==> config.mk <==
export PLATFORM = sky130hd
export DESIGN_NAME = sdh_div
export DESIGN_NICKNAME = d
export VERILOG_FILES = /design/src/rtl/core/sdh_pkg.sv /design/src/rtl/core/sdh_div.sv
export SDC_FILE = /design/constraint.sdc
export NUM_CORES = 1
export LEC_CHECK = 0
export BUFFER_PORTS_ARGS = -buffer_cell sky130_fd_sc_hd__buf_2
export CAP_MARGIN = 15
export CORE_UTILIZATION = 55
export DETAILED_ROUTE_END_ITERATION = 8
export PLACE_DENSITY = 0.81
export SYNTH_ARGS = -nofsm -noshare
export SYNTH_HDL_FRONTEND = slang
export SYNTH_SLANG_ARGS = --single-unit
==> constraint.sdc <==
create_clock -name clk -period 3.76 [get_ports clk]
set_input_delay 0.376 -clock clk [delete_from_list [all_inputs] [get_ports clk]]
set_output_delay 0.376 -clock clk [all_outputs]
set_load 0.02 [all_outputs]
==> src/rtl/core/sdh_pkg.sv <==
// ----------------------------------------------------------------------------
// sdh_pkg
// shared types and constants of the squared distance histogram block
// ----------------------------------------------------------------------------
`timescale 1ns / 1ps
`default_nettype none

package sdh_pkg;

  localparam int SDH_NUM_BINS   = 32;
  localparam int SDH_COUNT_BITS = 24;

  localparam int DIST_W  = 24;
  localparam int MSD_W   = 32;
  localparam int SQ_W    = 48;
  localparam int SUM_W   = 56;
  localparam int SQSUM_W = 64;
  localparam int VAL_W   = 48;
  localparam int BIN_W   = 6;
  localparam int DVD_W   = 64;
  localparam int DVS_W   = 32;
  localparam int FRAC_W  = 16;

  typedef enum logic [1:0] {
    KIND_MEAN = 2'd0,
    KIND_VAR  = 2'd1,
    KIND_FRAC = 2'd2
  } sdh_kind_t;

  typedef enum logic {
    REG_BIN_WIDTH = 1'b0,
    REG_BINS_USED = 1'b1
  } sdh_reg_t;

  typedef struct packed {
    logic [DIST_W-1:0] distance;
    logic              last_sample;
  } sdh_in_t;

  typedef struct packed {
    sdh_kind_t        kind;
    logic [BIN_W-1:0] bin_number;
    logic [VAL_W-1:0] value;
    logic             last_result;
  } sdh_out_t;

  typedef enum logic [4:0] {
    S_IDLE, S_SQ1, S_SQ2, S_SRCH, S_RD, S_WR,
    S_M_GO, S_M_WAIT, S_M_OUT,
    S_E_GO, S_E_WAIT, S_V_MUL, S_V_OUT,
    S_B_RD, S_B_GO, S_B_WAIT, S_B_OUT,
    S_CLR
  } sdh_state_t;

  typedef struct packed {
    logic ld;
    logic sq1;
    logic sq2;
    logic srch;
    logic acc_rd;
    logic acc_wr;
    logic ro_rd;
    logic clr;
  } sdh_ctl_t;

endpackage

`default_nettype wire

==> src/rtl/core/sdh_div.sv <==
// ----------------------------------------------------------------------------
// sdh_div
// restoring divider, 64 by 32 bits, one quotient bit per cycle
// ----------------------------------------------------------------------------
`timescale 1ns / 1ps
`default_nettype none

module sdh_div (
  input  wire logic                      clk,
  input  wire logic                      rst_n,
  input  wire logic                      start,
  input  wire logic [sdh_pkg::DVD_W-1:0] dividend,
  input  wire logic [sdh_pkg::DVS_W-1:0] divisor,
  output logic      [sdh_pkg::DVD_W-1:0] quotient,
  output logic                           done
);
  import sdh_pkg::*;

  localparam int STEP_W = $clog2(DVD_W);

  logic              busy_r, busy_nxt;
  logic              done_r, done_nxt;
  logic [STEP_W-1:0] step_r, step_nxt;
  logic [DVS_W-1:0]  dvs_r;
  logic [DVS_W-1:0]  rem_r, rem_nxt;
  logic [DVD_W-1:0]  quo_r, quo_nxt;
  logic [DVS_W:0]    sh;
  logic              ge;

  assign sh = {rem_r, quo_r[DVD_W-1]};
  assign ge = sh >= {1'b0, dvs_r};

  always_comb begin
    busy_nxt = busy_r;
    done_nxt = 1'b0;
    step_nxt = step_r;
    rem_nxt  = rem_r;
    quo_nxt  = quo_r;
    if (start && !busy_r) begin
      busy_nxt = 1'b1;
      step_nxt = '0;
      rem_nxt  = '0;
      quo_nxt  = dividend;
    end else if (busy_r) begin
      rem_nxt  = ge ? DVS_W'(sh - {1'b0, dvs_r}) : sh[DVS_W-1:0];
      quo_nxt  = {quo_r[DVD_W-2:0], ge};
      step_nxt = step_r + 1'b1;
      if (step_r == STEP_W'(DVD_W - 1)) begin
        busy_nxt = 1'b0;
        done_nxt = 1'b1;
      end
    end
  end

  always_ff @(posedge clk) begin
    if (!rst_n) begin
      busy_r <= 1'b0;
      done_r <= 1'b0;
      step_r <= '0;
    end else begin
      busy_r <= busy_nxt;
      done_r <= done_nxt;
      step_r <= step_nxt;
    end
    rem_r <= rem_nxt;
    quo_r <= quo_nxt;
    if (start && !busy_r) dvs_r <= divisor;
  end

  assign quotient = quo_r;
  assign done     = done_r;

endmodule

`default_nettype wire

# Word-level counts from Yosys, hierarchy flattened
# Index checks and enable logic that the tools add are counted.
# Widths: inputs -> output; s select.
dict set report word_totals {
  register_bits 136
  latch_bits 0
  ramBits 0
  romBits 0
  output_inout_bits 65
  mem_count 0
}
dict set report classes {
  add_sub_neg 2
  multipliers 0
  div 0
  order_cmp 1
  eq_ne 1
  shifts 0
  muxes 7
  n_bitwise 2
  n_reduce_logical 5
}
# operator n
set ops {}
lappend ops {{$mux 64} 2}
lappend ops {{$ge 33x32->1} 1}
lappend ops {{$mux 32} 1}
lappend ops {{$sub 32x32->32} 1}
lappend ops {{$add 6x1->6 const B} 1}
lappend ops {{$eq 6x6->1 const B} 1}
lappend ops {{$mux 1} 4}
lappend ops {{$reduce_or 3->1} 1}
lappend ops {{$not 1->1} 2}
lappend ops {{$reduce_bool 2->1} 1}
lappend ops {{$reduce_or 2->1} 1}
lappend ops {{$logic_and 1x1->1} 1}
lappend ops {{$logic_not 1->1} 1}

# Logic depth before layout (Yosys ltp)
# Gate-level depths: netlist (run 1).
dict set report depth {
  ltp_word 4
  depth_mapped 14
  mapped_depth_nobuf 12
}

# Least setup slack after synthesis (run 1)
# Ideal clock, no wire load.
dict set report synth_path {
  path_kind {in2reg}
  start {input port start}
  end {register quo_r[54], in the netlist quotient[54] (data pin)}
  arrival_time_ps 2835
  required_time_ps 3498
  path_slack_ps 663
  cell_stages 6
  cell_sequence {clkbuf_1 -> inv_1 -> nor2_1 -> clkbuf_1 -> clkbuf_1 -> mux2_2}
}
dict set report synth_between {
  elab_chain_cells 2
}
# item line
set synth_lines {}
lappend synth_lines {{start, declared} sdh_div.sv:11} ;# input wire logic start,
lappend synth_lines {{$logic_and 1x1->1} sdh_div.sv:39} ;# if (start && !busy_r) begin
lappend synth_lines {{$mux 64} sdh_div.sv:39}
lappend synth_lines {{named net quo_nxt[54]} sdh_div.sv:26} ;# logic [DVD_W-1:0] quo_r, quo_nxt;
lappend synth_lines {{end signal, assigned} sdh_div.sv:66} ;# quo_r <= quo_nxt;
lappend synth_lines {{end, declared} sdh_div.sv:26}
# The timed path passes the listed nets, and every way through them passes these cells.
# A chain may end at the register's enable or synchronous reset.

# Worst setup path after layout (run 1)
dict set report layout_path {
  start {register dvs_r[1]}
  end {register rem_r[9]}
}
dict set report layout_between {
  elab_chain_cells 2
  word_cells_on_any_way 3
  cone_classes {add/sub: 1; order compare: 1; mux: 1}
}
# item line
set layout_lines {}
lappend layout_lines {{start, declared} sdh_div.sv:24} ;# logic [DVS_W-1:0] dvs_r;
lappend layout_lines {{start signal, assigned} sdh_div.sv:67} ;# if (start && !busy_r) dvs_r <= divisor;
lappend layout_lines {{$sub 32x32->32 / $ge 33x32->1 (equally long branches)} {sdh_div.sv:45, sdh_div.sv:31}}
lappend layout_lines {{$mux 32 (*)} sdh_div.sv:45} ;# rem_nxt = ge ? DVS_W'(sh - {1'b0, dvs_r}) : sh[DVS_W-1:0];
lappend layout_lines {{end signal, assigned} sdh_div.sv:65} ;# rem_r <= rem_nxt;
lappend layout_lines {{end, declared} sdh_div.sv:25} ;# logic [DVS_W-1:0] rem_r, rem_nxt;
# Every way passes the cells marked *; elsewhere a longest branch is shown, timed or not.

==> flow_summary_export.csv, run 1 <==
group,metric,value,unit
outcome,status,"finished clean",
placed_design,dp_hpwl,12600,um
timing,setup_slack,0.662,ns
placed_design,preCtsSetupSlack,0.701,ns
clocking,cts_root_buf,"clkbuf_16",
clocking,post_cts_buffers,0,
detailed_routing,ant_nets,0,
synthesis,ys_types,67,
detailed_routing,wl_met1,7140,um
timing,setup_viol,0,
critical_path,cp_max_fo,25,
critical_path,crit_type,"flop to flop",
clocking,h-tree-depth,4,
synthesis,yosysSeqAreaShare,51.1,%
global_route,antenna_found_initial,0,
timing,setup_tns,0,ns
placed_design,placed_cells,948,
final_layout,fin_util,69.2,%
final_layout,nFillCells,907,
detailed_routing,top_layer,"met4",
critical_path,worstPathArrival,3.40,ns
detailed_routing,wl,17500,um
timing,hold_viol,0,
global_route,grt_usage,26.9,%
power_and_ir_drop,ir_drop,0.000425,V
synthesis,synth_ff_type,"edfxtp_1",
clocking,cts_tree,"yes",
timing,finalCriticalPeriod,3.10,ns
clocking,hold_buffers,0,
floorplan,die_h,116,um
final_layout,drive_gt1_share,36.0,%
synthesis,synthArstFlopShare,0,%
synthesis,synth_top_area_share,40.0,%
timing,fmax,323,MHz
power_and_ir_drop,power_density,699,nW/um^2
synthesis,synth_area_leaders,"edfxtp_1, dfxtp_1, mux2_2",
timing,final-max-slew-violation-count,0,
synthesis,synth_common_cells,"edfxtp_1, mux2_2, nand2_1, dfxtp_1, inv_1",
timing,fin_hold_ws,0.132,ns
final_layout,fin_area,8770,um^2
final_layout,final_cell_count_no_fill,981,
synthesis,syn-cell-area,7200,um^2
global_route,grt.overflow.total,0,
detailed_routing,dr_wl_met3,1390,um
final_layout,nets,928,
synthesis,synth_edf_count,96,
power_and_ir_drop,total_power,6.13,mW
floorplan,io_pins,164,
clocking,cts_buffer_depth,2,
timing,period_share,82.4,%
detailed_routing,drt_iter0_markers,329,
floorplan,die_area,13600,um^2
clocking,cts-resized-gates,0,
clocking,numCtsBuffers,17,
clocking,cts_num_sinks,136,
synthesis,synthMostInstantiatedCell,"edfxtp_1",
critical_path,critPathLaunchType,"flop",
floorplan,fp.coreArea,12700,um^2
global_route,grt_pass1_vias,5564,
final_layout,syn_to_final_growth,21.8,%
detailed_routing,first_pass_iters,5,
synthesis,syn_nets,765,
detailed_routing,wl_met2,8610,um
clocking,insertion_delay,0.42,ns
synthesis,syn_inst,632,
placed_design,placed_area,8170,um^2
global_route,grt_pass1_wl,27600,um
critical_path,critPathRequiredTime,4.06,ns
timing,skew,0.00880,ns
timing,grt_setup_unrepaired,"false",
floorplan,start_util,56.8,%
synthesis,avgSynthCellArea,11.4,um^2
floorplan,die_w,116,um
floorplan,fp-row-count,41,
detailed_routing,num_vias,5764,
critical_path,endpoint_kind,"flop",
detailed_routing,drc,0,
job,drv_cap,0,
detailed_routing,vias_per_cell,5.88,
placed_design,gp_congestion,0.927,
min_path,min_path_type,"primary input to flop",
detailed_routing,wire_per_inst,17.8,um
timing,slew_headroom,50.0,%
placed_design,portBuffers,163,
synthesis,synth.yosys.warnings,0,
synthesis,synth_area_leader_cell,"edfxtp_1",
synthesis,synth_seq_cells,136,
timing,tightest_slew,0.749,ns
clocking,clkTransAtPathRegs,0.06,ns
power_and_ir_drop,leakage,3.74,nW
global_route,grt_max_degree,46,
worst max-delay path, cell delays in order, from the launching register on:
cell and delay [ns]:
edfxtp_1 0.38, inv_1 0.06, ha_1 0.30, nor2b_1 0.14
o31a_1 0.28, o221ai_1 0.34, nand2_2 0.16, a31oi_4 0.29
o211a_2 0.64, or3_1 0.20, mux2_2 0.14, nand2_1 0.05
worst paths after layout:
kind              startpoint        end  slack, ns  cells after the start
setup reg to reg    dvs_r[1]   rem_r[9]       0.66                     11
hold reg to reg    rem_r[31]  rem_r[31]       0.47                      2
setup / recovery    dvs_r[1]   rem_r[9]       0.66                     11
hold / removal    divisor[7]   dvs_r[7]       0.13                      1
final cells by class:
type,count,area (um^2),share of cell area (%)
well taps,172,215,2.45
diodes,1,2.50,0.0285
flip-flops and latches,136,3680,42.0
repair buffers,175,906,10.3
inverters,40,150,1.71
multi-input cells,425,3220,36.7
clock inverters,15,174,1.98
clock buffers,17,425,4.85
report_power, final:
part           internal [mW]  switching (mW)  total [mW]
Sequential              1.91           0.189        2.10
Combinational          0.969            1.38        2.35
Clock                   1.04           0.644        1.69
Total                   3.92            2.21        6.13
per-layer routing:
metal	up-vias	GRT usage, %
met5	-	0
met4	0	9.66
met3	44	8.93
met2	273	46.1
met1	2752	31.4
li1	2695	-
registers in the layout, indices dropped and copies added, names as in the netlist:
register  count
busy_r        1
done          1
rem_r        32
step_r        6
dvs_r        32
quotient     64
logic make-up after synthesis:
family | count (synthesis) | synth area share [%]
buffers and inverters | 71 | 4.34
flip-flops | 136 | 51.1
AO/OA/AOI/OAI | 158 | 15.0
multiplexers | 74 | 11.4
AND/OR/NAND/NOR | 130 | 8.53
adder cells (fa/ha/maj) | 34 | 6.01
XOR/XNOR | 29 | 3.53
cells in the final DEF (no fill, tap or decap), types with 8 or more instances in the layout:
master | netlist | final
buf_2 | 4 | 163
edfxtp_1 | 96 | 96
mux2_2 | 65 | 65
nand2_1 | 54 | 54
dfxtp_1 | 40 | 40
inv_1 | 39 | 38
a21oi_1 | 37 | 37
ha_1 | 33 | 33
o21ai_0 | 27 | 27
nor2_1 | 27 | 25
a21o_1 | 18 | 18
clkbuf_16 | 0 | 17
xnor2_1 | 15 | 15
xor2_1 | 14 | 14
buf_4 | 1 | 12
nand3_1 | 11 | 11
a32oi_1 | 11 | 11
mux2i_1 | 9 | 9
o21ai_1 | 8 | 8
Power figures use the tool's default switching activity.
==> run 2: changes to the inputs <==
--- a/config.mk
+++ b/config.mk
@@ -5,11 +5,12 @@
 export SDC_FILE = /design/constraint.sdc
 export NUM_CORES = 1
 export LEC_CHECK = 0
+export ABC_AREA = 1
 export BUFFER_PORTS_ARGS = -buffer_cell sky130_fd_sc_hd__buf_2
 export CAP_MARGIN = 15
 export CORE_UTILIZATION = 55
 export DETAILED_ROUTE_END_ITERATION = 8
-export PLACE_DENSITY = 0.81
+export PLACE_DENSITY = 0.8
 export SYNTH_ARGS = -nofsm -noshare
 export SYNTH_HDL_FRONTEND = slang
 export SYNTH_SLANG_ARGS = --single-unit
==> constraint.sdc (replaced) <==
create_clock -name clk -period 3.1 [get_ports clk]
set_input_delay 0.31 -clock clk [delete_from_list [all_inputs] [get_ports clk]]
set_output_delay 0.31 -clock clk [all_outputs]
set_load 0.02 [all_outputs]
==> run 2 against run 1 <==
Sequential share of layout area shrank 4.3 points. Core utilization down 2.0 points. Global-route usage is 1.3 points higher. Critical path type unchanged. Largest cell class unchanged. Highest routed layer unchanged.
==> flow_summary_export.csv, run 2 <==
group,metric,value,unit
clocking,numCtsBuffers,17,
placed_design,portBuffers,163,
timing,setup_tns,0,ns
timing,tightest_slew,0.836,ns
final_layout,n_antenna_cell,0,
final_layout,mostFrequentLayoutCells,"nand2_1, inv_1, buf_2, edfxtp_1, nand3_1",
floorplan,fp-row-count,44,
synthesis,synth_common_cells,"nand2_1, inv_1, edfxtp_1, nand3_1, nor2_1",
synthesis,ys_types,35,
job,drv_cap,0,
critical_path,path_cells,"inv_1, ha_1, nand2_2, inv_1, a21oi_2, nand2_1, nand2_1, nand2_1, nor2_4, buf_4, a31oi_1",
synthesis,syn_nets,1262,
timing,finalCriticalPeriod,2.60,ns
synthesis,synth.yosys.warnings,0,
floorplan,die_h,124,um
timing,skew,0.0145,ns
synthesis,yosysSeqAreaShare,45.0,%
detailed_routing,drc,0,
critical_path,worstPathArrival,2.73,ns
clocking,cts_root_buf,"clkbuf_16",
critical_path,endpoint_kind,"flop",
global_route,grt_pass1_wl,33000,um
detailed_routing,vias_per_cell,5.01,
timing,grt_setup_unrepaired,"false",
power_and_ir_drop,total_power,8.48,mW
timing,fmax,384,MHz
clocking,hold_buffers,0,
synthesis,synthMostInstantiatedCell,"nand2_1",
critical_path,r2r_slack,0.50,ns
critical_path,r2r-start,"dvs_r[24]",
critical_path,crit_type,"flop to flop",
synthesis,synth_area_leader_cell,"edfxtp_1",
synthesis,synth_seq_cells,136,
final_layout,nets,1422,
critical_path,worst_r2r_path_depth,11,
final_layout,fin_util,67.2,%
detailed_routing,ant_nets,0,
final_layout,drive_gt1_share,17.1,%
clocking,clkTransAtPathRegs,0.06,ns
detailed_routing,drt_iter0_markers,475,
critical_path,slowest_stage,"ha_1",
synthesis,syn-cell-area,8180,um^2
clocking,insertion_delay,0.42,ns
placed_design,dp_hpwl,15300,um
synthesis,synth_edf_count,96,
power_and_ir_drop,power_density,868,nW/um^2
critical_path,max_stage_delay,0.38,ns
synthesis,syn_inst,1129,
min_path,min_from,"divisor[31]",
min_path,hold-path-endpoint,"dvs_r[31]",
clocking,post_cts_buffers,0,
power_and_ir_drop,leakage,5.25,nW
synthesis,synth_area_leaders,"edfxtp_1, nand2_1, dfxtp_1",
critical_path,cp_max_fo,23,
clocking,h-tree-depth,4,
clocking,cts_tree,"yes",
placed_design,placed_cells,1454,
detailed_routing,num_vias,7439,
synthesis,synth_ff_type,"edfxtp_1",
timing,hold_viol,0,
final_layout,largest_reg_flops,64,
floorplan,die_area,15400,um^2
timing,setup_viol,0,
critical_path,critPathLaunchType,"flop",
floorplan,die_w,124,um
synthesis,synth_top_area_share,35.3,%
min_path,whs_path_depth,1,
global_route,grt_max_degree,80,
final_layout,syn_to_final_growth,19.5,%
synthesis,avgSynthCellArea,7.24,um^2
global_route,grt_usage,28.2,%
timing,final-max-slew-violation-count,0,
critical_path,critPathRequiredTime,3.23,ns
placed_design,gp_congestion,0.956,
final_layout,nFillCells,1287,
detailed_routing,wire_per_inst,13.9,um
detailed_routing,wl,20600,um
clocking,cts-resized-gates,0,
final_layout,final_common_cell,"nand2_1",
floorplan,start_util,56.3,%
synthesis,synthArstFlopShare,0,%
global_route,antenna_found_initial,0,
floorplan,io_pins,164,
critical_path,cp_common_cell,"nand2_1",
power_and_ir_drop,ir_drop,0.000557,V
global_route,grt_pass1_vias,6956,
clocking,cts_buffer_depth,2,
floorplan,fp.coreArea,14500,um^2
min_path,min_path_type,"primary input to flop",
clocking,cts_num_sinks,136,
timing,period_share,83.9,%
final_layout,final_cell_count_no_fill,1486,
global_route,grt.overflow.total,0,
timing,slew_headroom,44.3,%
outcome,status,"finished clean",
detailed_routing,first_pass_iters,5,
critical_path,reg2reg_to,"quotient[0]",
run 2: metrics by stage:
| stage | hold slack, ns | cell area [um^2] | setup WS, ns |
|---|---|---|---|
| 3_3_place_gp | 0.453 | 9160 | 0.496 |
| 4_1_cts | 0.0486 | 9770 | 0.517 |
| 6_report | 0.0599 | 9770 | 0.499 |
| 5_1_grt | 0.0464 | 9770 | 0.268 |
| 2_1_floorplan | 0.409 | 8180 | 0.202 |
| 3_5_place_dp | 0.458 | 9160 | 0.533 |
run 2: cell families after synthesis:
family / synth area share (%)
flops: 45.0
compound gates: 2.86
buf+inv: 10.2
mux: 0.122
simple gates: 34.9
fa+ha+maj: 5.29
xor+xnor: 1.50
run 2: how the worst max path moves through the flow:
stage              start     endpoint  slack, ns  depth (start not counted)
3_3_place_gp   dvs_r[20]  quotient[0]       0.50                         13
3_5_place_dp   dvs_r[24]  quotient[0]       0.53                         11
6_report       dvs_r[24]  quotient[0]       0.50                         11
2_1_floorplan     busy_r  quotient[0]       0.20                          3
4_1_cts        dvs_r[24]  quotient[0]       0.52                         11
5_1_grt        dvs_r[20]    rem_r[27]       0.27                         17
run 2: critical path: cells and delay by family, from the launching register on:
kind | cells | cell delay [ns]
simple gates | 5 | 0.75
buf+inv | 3 | 0.47
fa+ha+maj | 1 | 0.38
compound gates | 2 | 0.38
flops | 1 | 0.33
run 2: power breakdown:
group	total [mW]	leakage (nW)	switching (mW)	internal [mW]
Clock	2.11	0.286	0.809	1.30
Sequential	2.56	1.29	0.217	2.34
Combinational	3.82	3.67	2.47	1.34
run 2: layout make-up:
cell class | instances | area, um^2 | share of cell area, %
Inverter | 184 | 691 | 7.07
Sequential cell | 136 | 3680 | 37.7
Timing Repair Buffer | 171 | 888 | 9.09
Clock inverter | 13 | 170 | 1.74
Tap cell | 184 | 230 | 2.36
Multi-Input combinational cell | 779 | 3660 | 37.5
Clock buffer | 19 | 443 | 4.53
run 2: routing by layer:
metal	vias up	part of all wire (%)	wire length, um	GRT usage (%)
met4	0	2.4	489	9.82
met1	3312	44	9030	35.9
met2	263	48	9790	46.6
met3	34	6.2	1270	6.82
met5	-	0	0	0
li1	3830	-	-	-
